$ cat config.mk
export PLATFORM = sky130hd
export DESIGN_NAME = fraction_sum_accumulator_flat
export DESIGN_NICKNAME = d
export VERILOG_FILES = /design/src/hdl/fsa_pkg.sv /design/src/hdl/fsa_if.sv /design/src/hdl/fsa_ctrl.sv /design/src/hdl/fsa_dp.sv /design/src/hdl/fraction_sum_accumulator.sv /design/src/flat_wrapper.sv
export SDC_FILE = /design/constraint.sdc
export NUM_CORES = 2
export LEC_CHECK = 0
export BUFFER_PORTS_ARGS = -buffer_cell sky130_fd_sc_hd__buf_2
export CAP_MARGIN = 10
export CORE_UTILIZATION = 65
export CTS_CLUSTER_SIZE = 8
export DETAILED_ROUTE_END_ITERATION = 7
export HOLD_SLACK_MARGIN = 0.15
export PLACE_DENSITY_LB_ADDON = 0.25
export SLEW_MARGIN = 20
export SYNTH_ARGS = -nofsm -noshare
export SYNTH_HDL_FRONTEND = slang
export SYNTH_SLANG_ARGS = --single-unit
$ cat constraint.sdc
create_clock -name clk -period 7.5 [get_ports clk]
set_input_delay 1.5 -clock clk [delete_from_list [all_inputs] [get_ports clk]]
set_output_delay 1.5 -clock clk [all_outputs]
set_load 0.005 [all_outputs]
$ cat src/hdl/fsa_pkg.sv
// ----------------------------------------------------------------------------
// fsa_pkg: shared definitions for the fraction sum accumulator
// Default sizes, output field widths, and the command and status groups that
// join the controller to the datapath.
// ----------------------------------------------------------------------------
package fsa_pkg;

  localparam int IN_WIDTH_DEF  = 16;
  localparam int ACC_WIDTH_DEF = 32;
  localparam int SUM_NUM_W     = 32;
  localparam int SUM_DEN_W     = 31;

  // Controller to datapath, at most one bit high per cycle.
  typedef struct packed {
    logic load_first;
    logic start;
    logic mul_step;
    logic check;
    logic gcd_step;
    logic div_step;
    logic commit;
    logic emit;
  } fsa_cmd_t;

  // Datapath to controller.
  typedef struct packed {
    logic mul_done;
    logic chk_ovf;
    logic mag_zero;
    logic gcd_done;
    logic div_done;
  } fsa_status_t;

endpackage

$ cat src/hdl/fsa_if.sv
// ----------------------------------------------------------------------------
// fsa_if: handshake channels of the fraction sum accumulator
// Fraction words in, reduced sum words out; a word moves when valid and
// ready are both high at a rising clock edge.
// ----------------------------------------------------------------------------
interface fsa_in_if
  import fsa_pkg::*;
#(
  parameter int IN_WIDTH = IN_WIDTH_DEF
) ();
  logic                       valid;
  logic                       ready;
  logic signed [IN_WIDTH-1:0] numerator;
  logic        [IN_WIDTH-2:0] denominator;
  logic                       first_item;
  logic                       last_item;

  modport source (output valid, numerator, denominator, first_item, last_item,
                  input ready);
  modport sink   (input valid, numerator, denominator, first_item, last_item,
                  output ready);
endinterface

interface fsa_out_if
  import fsa_pkg::*;
();
  logic                        valid;
  logic                        ready;
  logic signed [SUM_NUM_W-1:0] sum_numerator;
  logic        [SUM_DEN_W-1:0] sum_denominator;
  logic                        overflow;

  modport source (output valid, sum_numerator, sum_denominator, overflow,
                  input ready);
  modport sink   (input valid, sum_numerator, sum_denominator, overflow,
                  output ready);
endinterface

$ cat src/hdl/fsa_ctrl.sv
// ----------------------------------------------------------------------------
// fsa_ctrl: sequencing controller
// Loads a word marked first; walks any other through multiply, check, gcd,
// divide and commit, and hands the sum to the output register on a last word.
// ----------------------------------------------------------------------------
module fsa_ctrl
  import fsa_pkg::*;
(
  input  logic        clk,
  input  logic        rst,
  input  logic        in_valid,
  input  logic        first_item,
  input  logic        last_item,
  input  logic        out_ready,
  output logic        in_ready,
  output logic        out_valid,
  output fsa_cmd_t    cmd,
  input  fsa_status_t status
);

  typedef enum logic [6:0] {
    S_IDLE   = 7'b0000001,
    S_MUL    = 7'b0000010,
    S_CHECK  = 7'b0000100,
    S_GCD    = 7'b0001000,
    S_DIV    = 7'b0010000,
    S_COMMIT = 7'b0100000,
    S_EMIT   = 7'b1000000
  } state_t;

  state_t state, state_next;
  logic   last_q, last_q_next;
  logic   out_valid_next;
  logic   in_accept;
  logic   emit_ok;

  assign in_ready  = (state == S_IDLE);
  assign in_accept = in_valid && in_ready;
  assign emit_ok   = !out_valid || out_ready;

  always_comb begin
    state_next  = state;
    last_q_next = last_q;
    cmd         = '0;
    unique case (state)
      S_IDLE: begin
        if (in_accept) begin
          last_q_next = last_item;
          if (first_item) begin
            cmd.load_first = 1'b1;
            state_next     = last_item ? S_EMIT : S_IDLE;
          end else begin
            cmd.start  = 1'b1;
            state_next = S_MUL;
          end
        end
      end
      S_MUL: begin
        cmd.mul_step = 1'b1;
        if (status.mul_done) state_next = S_CHECK;
      end
      S_CHECK: begin
        cmd.check = 1'b1;
        if (status.chk_ovf || status.mag_zero) begin
          state_next = last_q ? S_EMIT : S_IDLE;
        end else begin
          state_next = S_GCD;
        end
      end
      S_GCD: begin
        cmd.gcd_step = 1'b1;
        if (status.gcd_done) state_next = S_DIV;
      end
      S_DIV: begin
        cmd.div_step = 1'b1;
        if (status.div_done) state_next = S_COMMIT;
      end
      S_COMMIT: begin
        cmd.commit = 1'b1;
        state_next = last_q ? S_EMIT : S_IDLE;
      end
      S_EMIT: begin
        if (emit_ok) begin
          cmd.emit   = 1'b1;
          state_next = S_IDLE;
        end
      end
      default: state_next = S_IDLE;
    endcase
  end

  always_comb begin
    if (cmd.emit) begin
      out_valid_next = 1'b1;
    end else if (out_ready) begin
      out_valid_next = 1'b0;
    end else begin
      out_valid_next = out_valid;
    end
  end

  always_ff @(posedge clk) begin
    if (rst) begin
      state     <= S_IDLE;
      last_q    <= 1'b0;
      out_valid <= 1'b0;
    end else begin
      state     <= state_next;
      last_q    <= last_q_next;
      out_valid <= out_valid_next;
    end
  end

`ifndef SYNTHESIS
  a_start_mul: assert property (@(posedge clk) disable iff (rst)
    (in_accept && !first_item) |=> (state == S_MUL))
    else $error("non-first word did not start the multiply");

  a_rose_from_emit: assert property (@(posedge clk) disable iff (rst)
    $rose(out_valid) |-> $past(state == S_EMIT))
    else $error("sum word appeared outside the emit step");

  a_check_exit: assert property (@(posedge clk) disable iff (rst)
    (state == S_CHECK) |=> (state == S_GCD || state == S_IDLE || state == S_EMIT))
    else $error("bad exit from the check step");
`endif

endmodule

$ cat src/hdl/fsa_dp.sv
// ----------------------------------------------------------------------------
// fsa_dp: accumulator datapath
// Shift-add cross products, sign combine and range check, binary gcd, and a
// restoring divider that reduces numerator and denominator side by side.
// ----------------------------------------------------------------------------
module fsa_dp
  import fsa_pkg::*;
#(
  parameter int IN_WIDTH  = IN_WIDTH_DEF,
  parameter int ACC_WIDTH = ACC_WIDTH_DEF
) (
  input  logic                        clk,
  input  logic                        rst,
  input  fsa_cmd_t                    cmd,
  output fsa_status_t                 status,
  input  logic signed [IN_WIDTH-1:0]  numerator,
  input  logic        [IN_WIDTH-2:0]  denominator,
  output logic signed [SUM_NUM_W-1:0] sum_numerator,
  output logic        [SUM_DEN_W-1:0] sum_denominator,
  output logic                        overflow
);

  localparam int DW  = IN_WIDTH - 1;
  localparam int DNW = (ACC_WIDTH > DW) ? ACC_WIDTH : DW;
  localparam int PW  = ACC_WIDTH + IN_WIDTH;
  localparam int SW  = (PW + 1 > 65) ? PW + 1 : 65;
  localparam int GW  = (PW + 1 < 64) ? PW + 1 : 64;
  localparam int CW  = $clog2((IN_WIDTH > GW) ? IN_WIDTH : GW);
  localparam int KW  = $clog2(GW);
  localparam logic [GW-1:0] HALF = {{(GW-1){1'b0}}, 1'b1} << (ACC_WIDTH - 1);

  // Accumulator state
  logic [ACC_WIDTH-1:0] acc_num;
  logic [DNW-1:0]       acc_den;
  logic                 ovf_flag;

  // Multiply stage
  logic [SW-1:0]       am_sh, b_sh, p, q, bd;
  logic [DW-1:0]       d_sh;
  logic [IN_WIDTH-1:0] cm_sh;
  logic                aneg, cneg;

  // Gcd and divide
  logic [GW-1:0] u, v, g, xn, xd;
  logic [KW-1:0] k;
  logic          neg;
  logic [GW:0]   rn, rd;
  logic [CW-1:0] cnt;

  logic [SUM_NUM_W-1:0] out_num;
  logic [SUM_DEN_W-1:0] out_den;
  logic                 out_ovf;

  // Input decode
  logic [IN_WIDTH-1:0]  nraw, cm_in;
  logic                 cneg_in;
  logic [DW-1:0]        d_fix;
  logic [ACC_WIDTH-1:0] am_c, b_c;

  always_comb begin
    nraw    = numerator;
    cneg_in = nraw[IN_WIDTH-1];
    cm_in   = cneg_in ? (IN_WIDTH'(0) - nraw) : nraw;
    d_fix   = (denominator == '0) ? DW'(1) : denominator;
    am_c    = acc_num[ACC_WIDTH-1] ? (ACC_WIDTH'(0) - acc_num) : acc_num;
    b_c     = ACC_WIDTH'(acc_den);
  end

  // Sign combine and range check on the raw products
  logic [SW-1:0] s_sum, mag_full;
  logic          same, p_ge_q, neg_c;
  logic [GW-1:0] mag_g, bd_g;

  always_comb begin
    same     = (aneg == cneg);
    p_ge_q   = (p >= q);
    s_sum    = p + q;
    if (same) begin
      mag_full = s_sum;
    end else if (p_ge_q) begin
      mag_full = p - q;
    end else begin
      mag_full = q - p;
    end
    neg_c  = (same || p_ge_q) ? aneg : cneg;
    mag_g  = GW'(mag_full);
    bd_g   = GW'(bd);
    status.mul_done = (cnt == CW'(IN_WIDTH - 1));
    status.div_done = (cnt == CW'(GW - 1));
    // a denominator truncated to zero by the accumulator width never reduces
    status.chk_ovf  = (p[SW-1:64] != '0) || (q[SW-1:64] != '0) ||
                      (bd[SW-1:64] != '0) || (same && (s_sum[SW-1:64] != '0)) ||
                      (bd == '0);
    status.mag_zero = (mag_full == '0);
    status.gcd_done = u[0] && v[0] && (u == v);
  end

  // Divider step, both dividends against the shared divisor
  logic [GW:0] rn_sh, rd_sh;
  logic        ge_n, ge_d;

  always_comb begin
    rn_sh = {rn[GW-1:0], xn[GW-1]};
    rd_sh = {rd[GW-1:0], xd[GW-1]};
    ge_n  = (rn_sh >= {1'b0, g});
    ge_d  = (rd_sh >= {1'b0, g});
  end

  // Commit check on the reduced pair
  logic [GW-1:0] lim_n;
  logic          c_ovf;

  always_comb begin
    lim_n = neg ? HALF : (HALF - GW'(1));
    c_ovf = (xn > lim_n) || (xd > (HALF - GW'(1))) || (xd == '0);
  end

  always_ff @(posedge clk) begin
    if (rst) begin
      acc_num  <= '0;
      acc_den  <= DNW'(1);
      ovf_flag <= 1'b0;
    end else if (cmd.load_first) begin
      acc_num  <= ACC_WIDTH'(numerator);
      acc_den  <= DNW'(d_fix);
      ovf_flag <= 1'b0;
    end else if (cmd.check) begin
      if (status.chk_ovf) begin
        ovf_flag <= 1'b1;
      end else if (status.mag_zero) begin
        acc_num <= '0;
        acc_den <= DNW'(1);
      end
    end else if (cmd.commit) begin
      if (c_ovf) begin
        ovf_flag <= 1'b1;
      end else begin
        acc_num <= ACC_WIDTH'(neg ? (GW'(0) - xn) : xn);
        acc_den <= DNW'(xd);
      end
    end
  end

  always_ff @(posedge clk) begin
    if (cmd.start) begin
      am_sh <= SW'(am_c);
      b_sh  <= SW'(b_c);
      d_sh  <= d_fix;
      cm_sh <= cm_in;
      aneg  <= acc_num[ACC_WIDTH-1];
      cneg  <= cneg_in;
      p     <= '0;
      q     <= '0;
      bd    <= '0;
      cnt   <= '0;
    end
    if (cmd.mul_step) begin
      if (d_sh[0]) begin
        p  <= p + am_sh;
        bd <= bd + b_sh;
      end
      if (cm_sh[0]) q <= q + b_sh;
      am_sh <= am_sh << 1;
      b_sh  <= b_sh << 1;
      d_sh  <= d_sh >> 1;
      cm_sh <= cm_sh >> 1;
      cnt   <= cnt + CW'(1);
    end
    if (cmd.check) begin
      u   <= mag_g;
      v   <= bd_g;
      xn  <= mag_g;
      xd  <= bd_g;
      k   <= '0;
      neg <= neg_c && !status.mag_zero;
    end
    if (cmd.gcd_step) begin
      if (status.gcd_done) begin
        g   <= u << k;
        rn  <= '0;
        rd  <= '0;
        cnt <= '0;
      end else if (!u[0] && !v[0]) begin
        u <= u >> 1;
        v <= v >> 1;
        k <= k + KW'(1);
      end else if (!u[0]) begin
        u <= u >> 1;
      end else if (!v[0]) begin
        v <= v >> 1;
      end else if (u > v) begin
        u <= u - v;
      end else begin
        v <= v - u;
      end
    end
    if (cmd.div_step) begin
      rn  <= ge_n ? (rn_sh - {1'b0, g}) : rn_sh;
      rd  <= ge_d ? (rd_sh - {1'b0, g}) : rd_sh;
      xn  <= {xn[GW-2:0], ge_n};
      xd  <= {xd[GW-2:0], ge_d};
      cnt <= cnt + CW'(1);
    end
    if (cmd.emit) begin
      out_num <= SUM_NUM_W'(acc_num);
      out_den <= SUM_DEN_W'(acc_den);
      out_ovf <= ovf_flag;
    end
  end

  assign sum_numerator   = out_num;
  assign sum_denominator = out_den;
  assign overflow        = out_ovf;

`ifndef SYNTHESIS
  a_den_nonzero: assert property (@(posedge clk) disable iff (rst)
    acc_den != '0)
    else $error("accumulated denominator is zero");

  a_gcd_operands: assert property (@(posedge clk) disable iff (rst)
    cmd.gcd_step |-> (u != '0 && v != '0))
    else $error("gcd operand reached zero");

  a_div_remainder: assert property (@(posedge clk) disable iff (rst)
    cmd.div_step |-> (rn < {1'b0, g} && rd < {1'b0, g}))
    else $error("divider remainder not below divisor");
`endif

endmodule

$ cat src/hdl/fraction_sum_accumulator.sv
// ----------------------------------------------------------------------------
// fraction_sum_accumulator: running sum of fractions with gcd reduction
// Adds signed fractions by cross multiplication, reduces each partial sum
// by the gcd of numerator and denominator, and returns the sum after a word marked last.
// ----------------------------------------------------------------------------
//
//   channel   dir   word                                          accepted
//   fraction  in    numerator, denominator, first_item, last_item  valid & ready
//   sum       out   sum_numerator, sum_denominator, overflow       valid & ready
//
// A word marked first loads directly. Any other word runs through accept, IN_WIDTH
// shift-add steps, check, binary gcd steps plus one to latch the divisor,
// GW = min(ACC_WIDTH + IN_WIDTH + 1, 64) divide steps and commit; an overflowed
// or zero sum stops after the check. A word marked last then loads the output
// register in the emit step. Reset is synchronous and leaves the sum at 0/1
// with overflow clear. A stalled sum word holds in the output register while
// the next fraction is taken; the block waits only when a new sum finds that
// register full.
// ----------------------------------------------------------------------------
module fraction_sum_accumulator
  import fsa_pkg::*;
#(
  parameter int IN_WIDTH  = IN_WIDTH_DEF,
  parameter int ACC_WIDTH = ACC_WIDTH_DEF
) (
  input logic       clk,
  input logic       rst,
  fsa_in_if.sink    fraction,
  fsa_out_if.source sum
);

  fsa_cmd_t    cmd;
  fsa_status_t status;

  // Sequencer: owns the handshakes and steps the datapath
  fsa_ctrl u_ctrl (
    .clk        (clk),
    .rst        (rst),
    .in_valid   (fraction.valid),
    .first_item (fraction.first_item),
    .last_item  (fraction.last_item),
    .out_ready  (sum.ready),
    .in_ready   (fraction.ready),
    .out_valid  (sum.valid),
    .cmd        (cmd),
    .status     (status)
  );

  // Datapath: accumulator, products, gcd, divider and output register
  fsa_dp #(
    .IN_WIDTH  (IN_WIDTH),
    .ACC_WIDTH (ACC_WIDTH)
  ) u_dp (
    .clk             (clk),
    .rst             (rst),
    .cmd             (cmd),
    .status          (status),
    .numerator       (fraction.numerator),
    .denominator     (fraction.denominator),
    .sum_numerator   (sum.sum_numerator),
    .sum_denominator (sum.sum_denominator),
    .overflow        (sum.overflow)
  );

endmodule
$ cat src/flat_wrapper.sv
// flat-port wrapper written by rule: the top's interface ports become plain ports
module fraction_sum_accumulator_flat import fsa_pkg::*;
#(
  parameter int IN_WIDTH  = IN_WIDTH_DEF,
  parameter int ACC_WIDTH = ACC_WIDTH_DEF
)
  (clk, rst, fraction_valid, fraction_numerator, fraction_denominator, fraction_first_item, fraction_last_item, fraction_ready, sum_valid, sum_sum_numerator, sum_sum_denominator, sum_overflow, sum_ready);
  fsa_in_if #(.IN_WIDTH(IN_WIDTH)) fraction_i ();
  fsa_out_if sum_i ();
  input logic clk;
  input logic rst;
  input wire logic [$bits(fraction_i.valid)-1:0] fraction_valid;
  input wire logic [$bits(fraction_i.numerator)-1:0] fraction_numerator;
  input wire logic [$bits(fraction_i.denominator)-1:0] fraction_denominator;
  input wire logic [$bits(fraction_i.first_item)-1:0] fraction_first_item;
  input wire logic [$bits(fraction_i.last_item)-1:0] fraction_last_item;
  output wire logic [$bits(fraction_i.ready)-1:0] fraction_ready;
  output wire logic [$bits(sum_i.valid)-1:0] sum_valid;
  output wire logic [$bits(sum_i.sum_numerator)-1:0] sum_sum_numerator;
  output wire logic [$bits(sum_i.sum_denominator)-1:0] sum_sum_denominator;
  output wire logic [$bits(sum_i.overflow)-1:0] sum_overflow;
  input wire logic [$bits(sum_i.ready)-1:0] sum_ready;
  assign fraction_i.valid = fraction_valid;
  assign fraction_i.numerator = fraction_numerator;
  assign fraction_i.denominator = fraction_denominator;
  assign fraction_i.first_item = fraction_first_item;
  assign fraction_i.last_item = fraction_last_item;
  assign fraction_ready = fraction_i.ready;
  assign sum_valid = sum_i.valid;
  assign sum_sum_numerator = sum_i.sum_numerator;
  assign sum_sum_denominator = sum_i.sum_denominator;
  assign sum_overflow = sum_i.overflow;
  assign sum_i.ready = sum_ready;
  fraction_sum_accumulator #(.IN_WIDTH(IN_WIDTH), .ACC_WIDTH(ACC_WIDTH)) u_core (.clk(clk), .rst(rst), .fraction(fraction_i), .sum(sum_i));
endmodule
# After elaboration in Yosys (flattened, before gate mapping)
# Cells that the tools add are included.
[op_classes]
add_sub_neg = 15
order_cmp = 6
n_eq_ne = 23
n_shift = 1
mux = 97
n_reduce_logical = 39
[op_table]
columns = ["cell", "count"]
rows = [
  ["$mux 49", 24],
  ["$mux 65", 15],
  ["$mux 32", 14],
  ["$add 65x65->65", 4],
  ["$sub 49x49->49", 4],
  ["$logic_not 65->1", 2],
  ["$sub 65x65->65", 2],
  ["$ge 50x49->1", 2],
  ["$ge 65x65->1", 1],
  ["$sub 1x32->32 const A", 2],
  ["$mux 7", 9],
  ["$mux 15", 4],
  ["$mux 6", 9],
  ["$eq 49x49->1", 1],
  ["$gt 49x31->1 const B", 1],
  ["$gt 49x32->1", 1],
  ["$gt 49x49->1", 1],
  ["$logic_not 49->1", 1],
  ["$pmux 7 s7", 1],
  ["$shl 49x6->49", 1],
  ["$mux 14", 2],
  ["$mux 1", 16],
  ["$mux 16", 1],
  ["$sub 1x16->16 const A", 1],
  ["27 further kinds", 62],
]
[word_totals]
register_bits = 852
input_bits = 37
output_inout_bits = 66
word_cells = 214

# Depth between registers and ports, before layout
[depth]
ltp_word = 10
ltp_mapped = 23
ltp_nobuf = 18

# Hierarchy
# From an unflattened synthesis, not the netlist that was laid out.
[unflattened]
cells_unflattened = 8753
hier_area_um2 = 72465.8
[modules_own_cells]
columns = ["mod", "instances", "cells_per_inst", "area_each_um2", "seq_area_each_um2"]
rows = [
  ["fsa_dp", 1, 8672, 71833.9, 21570.7],
  ["fsa_ctrl", 1, 81, 631.9, 180.2],
]

# Worst setup path after synthesis
# OpenSTA, ideal clock, no wires.
[synth_timing]
kind = "in2reg"
start = "in fraction_valid"
end = "reg u_core.u_dp.am_sh[10], enable pin"
setup_ns = 1.299
arrival_time_ns = 5.072
required_time_ns = 6.201
slack_ns = 1.129
cell_stages = 5
n_path_buf = 3
cell_sequence = "clkbuf_1 -> nand3_1 -> clkbuf_1 -> buf_1 -> nand2_1"
[synth_via]
elab_chain_len = 4
[synth_rtl]
columns = ["element", "line_no", "rtl"]
rows = [
  ["from (decl)", "flat_wrapper.sv:12", "input wire logic [$bits(fraction_i.valid)-1:0] fraction_valid;"],
  ["$logic_and 1x1->1", "fsa_ctrl.sv:38", "assign in_accept = in_valid && in_ready;"],
  ["$mux 2", "fsa_ctrl.sv:47", "if (in_accept) begin"],
  ["$mux 2", "fsa_ctrl.sv:45", "unique case (state)"],
  ["$reduce_bool 2->1 (no line)", "-", ""],
  ["to (signal assigned)", "fsa_dp.sv:146", "am_sh <= SW'(am_c);"],
  ["to (signal assigned)", "fsa_dp.sv:163", "am_sh <= am_sh << 1;"],
  ["to (decl)", "fsa_dp.sv:38", "logic [SW-1:0] am_sh, b_sh, p, q, bd;"],
]
# Every way passes these cells.
# A chain may end at the register's enable or synchronous reset.

# Worst setup path in the final report
[layout_timing]
start = "reg u_core.u_dp.p[59]"
end = "reg u_core.u_dp.acc_num[24]"
[layout_via]
elab_chain_len = 6
elab_cells_between_ends = 13
classes_between = "3 x add/sub; 1 x order compare; 2 x eq/ne; 2 x mux; 5 x reduce/logical"
[layout_rtl]
columns = ["element", "line_no", "rtl"]
rows = [
  ["from (decl)", "fsa_dp.sv:38", ""],
  ["from (signal assigned)", "fsa_dp.sv:159", "p <= p + am_sh;"],
  ["$sub 65x65->65 (tied with other cells)", "fsa_dp.sv:83", "mag_full = q - p;"],
  ["$mux 65 / $logic_and 1x1->1 (equally long branches)", "fsa_dp.sv:80, fsa_dp.sv:92", ""],
  ["$mux 65 / $logic_or 1x1->1 (equally long branches)", "fsa_dp.sv:78, fsa_dp.sv:92", ""],
  ["$logic_not 65->1 / $logic_or 1x1->1 (equally long branches)", "fsa_dp.sv:94, fsa_dp.sv:92", ""],
  ["$ne 3x2->1 (no line)", "-", ""],
  ["$reduce_and 4->1 (no line) *", "-", ""],
  ["to (signal assigned)", "fsa_dp.sv:124", "acc_num <= ACC_WIDTH'(numerator);"],
  ["to (signal assigned)", "fsa_dp.sv:138", "acc_num <= ACC_WIDTH'(neg ? (GW'(0) - xn) : xn);"],
  ["to (decl)", "fsa_dp.sv:33", "logic [ACC_WIDTH-1:0] acc_num;"],
]
# Every way passes the cells marked *; elsewhere a longest branch is shown, timed or not.

==> impl_metrics.tcl <==
set metrics [dict create \
    violations "design-rule violations" \
    final_layout_size_suffix_gt1_frac 0.0620 \
    path_cells "inv_1 -> ha_1 -> inv_1 -> nor4_1 -> and3_1 -> nand4_1 -> o211ai_1 -> buf_4 -> a211o_1 -> buf_4 -> nand2_1 -> a31oi_1 -> xnor2_1 -> nor4bb_1 -> nand4_1 -> or4_1 -> or4b_2 -> buf_12 -> nand4_1 -> o21ai_1" \
    pwr-share-clk 0.158 \
    clock_sinks 852 \
    slew_headroom 0.142 \
    fin_area_um2 76300 \
    critical_path_required_ns 8.11 \
    coreArea_um2 108000 \
    clk-insertion-delay-late_ns 0.78 \
    r2r_cells 20 \
    overflow 0 \
    numPortBuffers 102 \
    status "finished, violations left" \
    path_buf_inv 5 \
    layout.cells.non_filler 10200 \
    grt_max_degree 169 \
    syn_nets 9401 \
    total_power_mw 33.3 \
    clkTransAtPathRegs_ns 0.05 \
    drc 10 \
    slew_viol_final 0 \
    irDropWorstVdd_v 0.000408 \
    postLayoutCoreUtil 0.710 \
    dpl_cell_area_um2 72700 \
    combPwrFrac 0.643 \
    viasPerCell 7.01 \
    fill_cells 8439 \
    initial_core_util 0.659 \
    grt_pass1_vias 65500 \
    root_buffer "clkbuf_16" \
    min_path_type "flop to flop" \
    ys.flop_type "edfxtp_1" \
    io_pins 103 \
    cts_hold_buffers 0 \
    area_growth_pct 7.77 \
    grt_pass1_wl_mm 397 \
    skew_ns 0.0546 \
    drv_cap 0 \
    wire_per_inst_um 26.2 \
    postSynthAreaPerCell_um2 8.11 \
    ys_types 98 \
    clockBufferDepth 3 \
    syn_area_um2 70800 \
    vias 71200 \
    die_w_um 332 \
    synth-edff-count 469 \
    start_kind "flop" \
    drt_iter0_markers 9903 \
    cts_tree "yes" \
    power.internal_mw 16.3 \
    critPathTopFamily "simple AND/OR/NAND/NOR gates" \
    endpoint_kind "flop" \
    yosysSeqAreaShare 0.307 \
    drt_wl_total_mm 267 \
    holdPathStages 2 \
    ant_nets 0 \
    dr.pass1.iters 8 \
    rsz0062_at_grt "false" \
    power_density_nw_per_um2 436 \
    place_inst 9935 \
    cp_max_fo 64 \
    cp_num_cells 20 \
    cts-buffers-inserted 118 \
    grt_antenna_before_repair 9 \
    final_hold_viol_count 0 \
    setup_viol 0 \
    post_cts_buffers 0 \
    h-tree-depth 3 \
    ff_latch_area_um2 21800 \
    hpwl_mm 201 \
    max_freq_mhz 139 \
    yosys_warnings 0 \
    arrival_ns 7.80 \
    syn_inst 8733 \
    grt_use_total 0.465 \
    cpPeakStageDelay_ns 0.81 \
    crit_type "flop to flop" \
    cts_resized 0 \
    leakagePower_nw 32.3 \
    fin_tns_setup_ns 0 \
    gp_congestion 1.09 \
    ys_async_sr_fraction 0 \
    ys_ff_latch 852 \
    num-nets-final 9320 \
    cpMostUsedCell "nand4_1" \
    slowest_stage "ha_1" \
    sw_frac_of_total 0.510 \
    p_switching_mw 17.0 \
    p_seq_frac 0.199 \
    die_h_um 332 \
    post-route-min-period_ns 7.19 \
    multi_input_area_um2 45900 \
    tightest_slew_ns 1.28 \
    fp-row-count 120 \
    fin_crit_sh 0.958 \
    die_area_um2 110000 \
]
## per-layer routing
metal	routed length, µm	track usage	part of all wire	vias to the layer above
met5	159	0.00912	0.00060	-
met4	20200	0.295	0.076	4
met3	37000	0.151	0.14	1006
met2	109000	0.671	0.41	4840
met1	100000	0.598	0.38	33600
li1	-	-	-	31700
## sequential cells by signal (all words and copies together), names as in the netlist, 6 cells and up
name	cells
u_core.u_dp.am_sh	65
u_core.u_dp.b_sh	65
u_core.u_dp.bd	65
u_core.u_dp.p	65
u_core.u_dp.q	65
u_core.u_dp.g	49
u_core.u_dp.rd	49
u_core.u_dp.rn	49
u_core.u_dp.u	49
u_core.u_dp.v	49
u_core.u_dp.xd	49
u_core.u_dp.xn	49
u_core.u_dp.acc_den	32
u_core.u_dp.acc_num	32
u_core.u_dp.sum_numerator	32
u_core.u_dp.sum_denominator	31
u_core.u_dp.cm_sh	16
u_core.u_dp.d_sh	15
u_core.u_ctrl.state	7
u_core.u_dp.cnt	6
u_core.u_dp.k	6
## metrics by stage
step	worst slack (ns)	hold slack, ns
floorplan	1.13	0.409
global placement	0.835	0.417
detailed placement	0.678	0.429
CTS	0.672	0.450
global route	0.256	0.476
finish	0.312	0.451
## final cells by class
| class | instances | share of cell area |
|---|---|---|
| diodes | 7 | 0.000230 |
| clock buffers | 213 | 0.0442 |
| clock inverters | 7 | 0.00175 |
| inverters | 472 | 0.0232 |
| multi-input cells | 6963 | 0.601 |
| flip-flops and latches | 852 | 0.285 |
| well taps | 1403 | 0.0230 |
| repair buffers | 245 | 0.0217 |
## placed cells by master, fill, tap and decap left out, types with 99 or more instances in the layout
master | Yosys | final
o21bai_1 | 116 | 116
xnor2_1 | 308 | 306
xor2_1 | 174 | 173
nand2_1 | 964 | 959
and2_1 | 106 | 107
a21oi_1 | 873 | 871
o21ai_0 | 691 | 690
nand4_1 | 166 | 166
buf_2 | 12 | 102
nand3_1 | 281 | 280
dfxtp_1 | 383 | 381
edfxtp_1 | 469 | 469
a21o_1 | 269 | 269
nand2b_1 | 99 | 99
nor3_1 | 109 | 109
clkbuf_16 | 0 | 120
mux2i_1 | 148 | 148
buf_4 | 3 | 137
inv_1 | 466 | 464
nor2_1 | 649 | 641
ha_1 | 621 | 621
## worst reg2reg max path, delay by kind of cell (launching register included)
family | cells | cell delay, ns
flops | 1 | 0.41
xor+xnor | 1 | 0.15
fa+ha+maj | 1 | 0.81
compound gates | 4 | 0.86
simple gates | 9 | 3.56
buf+inv | 5 | 1.29
## worst paths after layout
kind	from	endpoint	slack, ns
worst max-delay path	u_core.u_dp.p[59]	u_core.u_dp.acc_num[24]	0.31
worst min-delay path	u_core.u_dp.d_sh[14]	u_core.u_dp.d_sh[14]	0.45
worst max register to register	u_core.u_dp.p[59]	u_core.u_dp.acc_num[24]	0.31
worst min register to register	u_core.u_dp.d_sh[14]	u_core.u_dp.d_sh[14]	0.45
## power by group through the flow
| stage | clock [mW] | combinational (mW) | sequential [mW] |
|---|---|---|---|
| final | 5.25 | 21.4 | 6.63 |
| after global routing | 5.40 | 22.5 | 6.65 |
| after CTS | 5.22 | 20.3 | 6.56 |
| after detailed placement | 0 | 20.2 | 6.65 |
| after global placement | 0 | 20.0 | 6.62 |
| after floorplan | 0 | 14.2 | 6.27 |
## kinds of logic after synthesis
kind of cell / share of synthesized area
and+or+nand+nor: 0.189
adders and majority gates: 0.113
DFF: 0.307
muxes: 0.0349
AOI/OAI and AO/OA: 0.248
buffers and inverters: 0.0492
xor gates and xnor gates: 0.0596
## synthesized netlist by cell type, drive strengths merged, types with 77 or more instances
cell / instances / area, µm²
nand2b: 99 / 619
nor2: 649 / 2440
nand3: 281 / 1410
nand4: 166 / 1040
o21ai: 712 / 3560
edfxtp: 469 / 14100
clkbuf: 378 / 1420
nand2: 964 / 3620
xor2: 174 / 1520
a21oi: 873 / 4370
inv: 470 / 1760
nor4: 107 / 697
nor2b: 96 / 601
mux2i: 148 / 1480
o31ai: 99 / 748
a211oi: 82 / 621
and2: 108 / 676
nor3: 109 / 546
a31oi: 88 / 551
o21bai: 116 / 871
ha: 621 / 7770
xnor2: 308 / 2700
dfxtp: 383 / 7670
a21o: 269 / 2020
o21a: 77 / 578
Note: power is estimated with default switching activity, not from simulation.
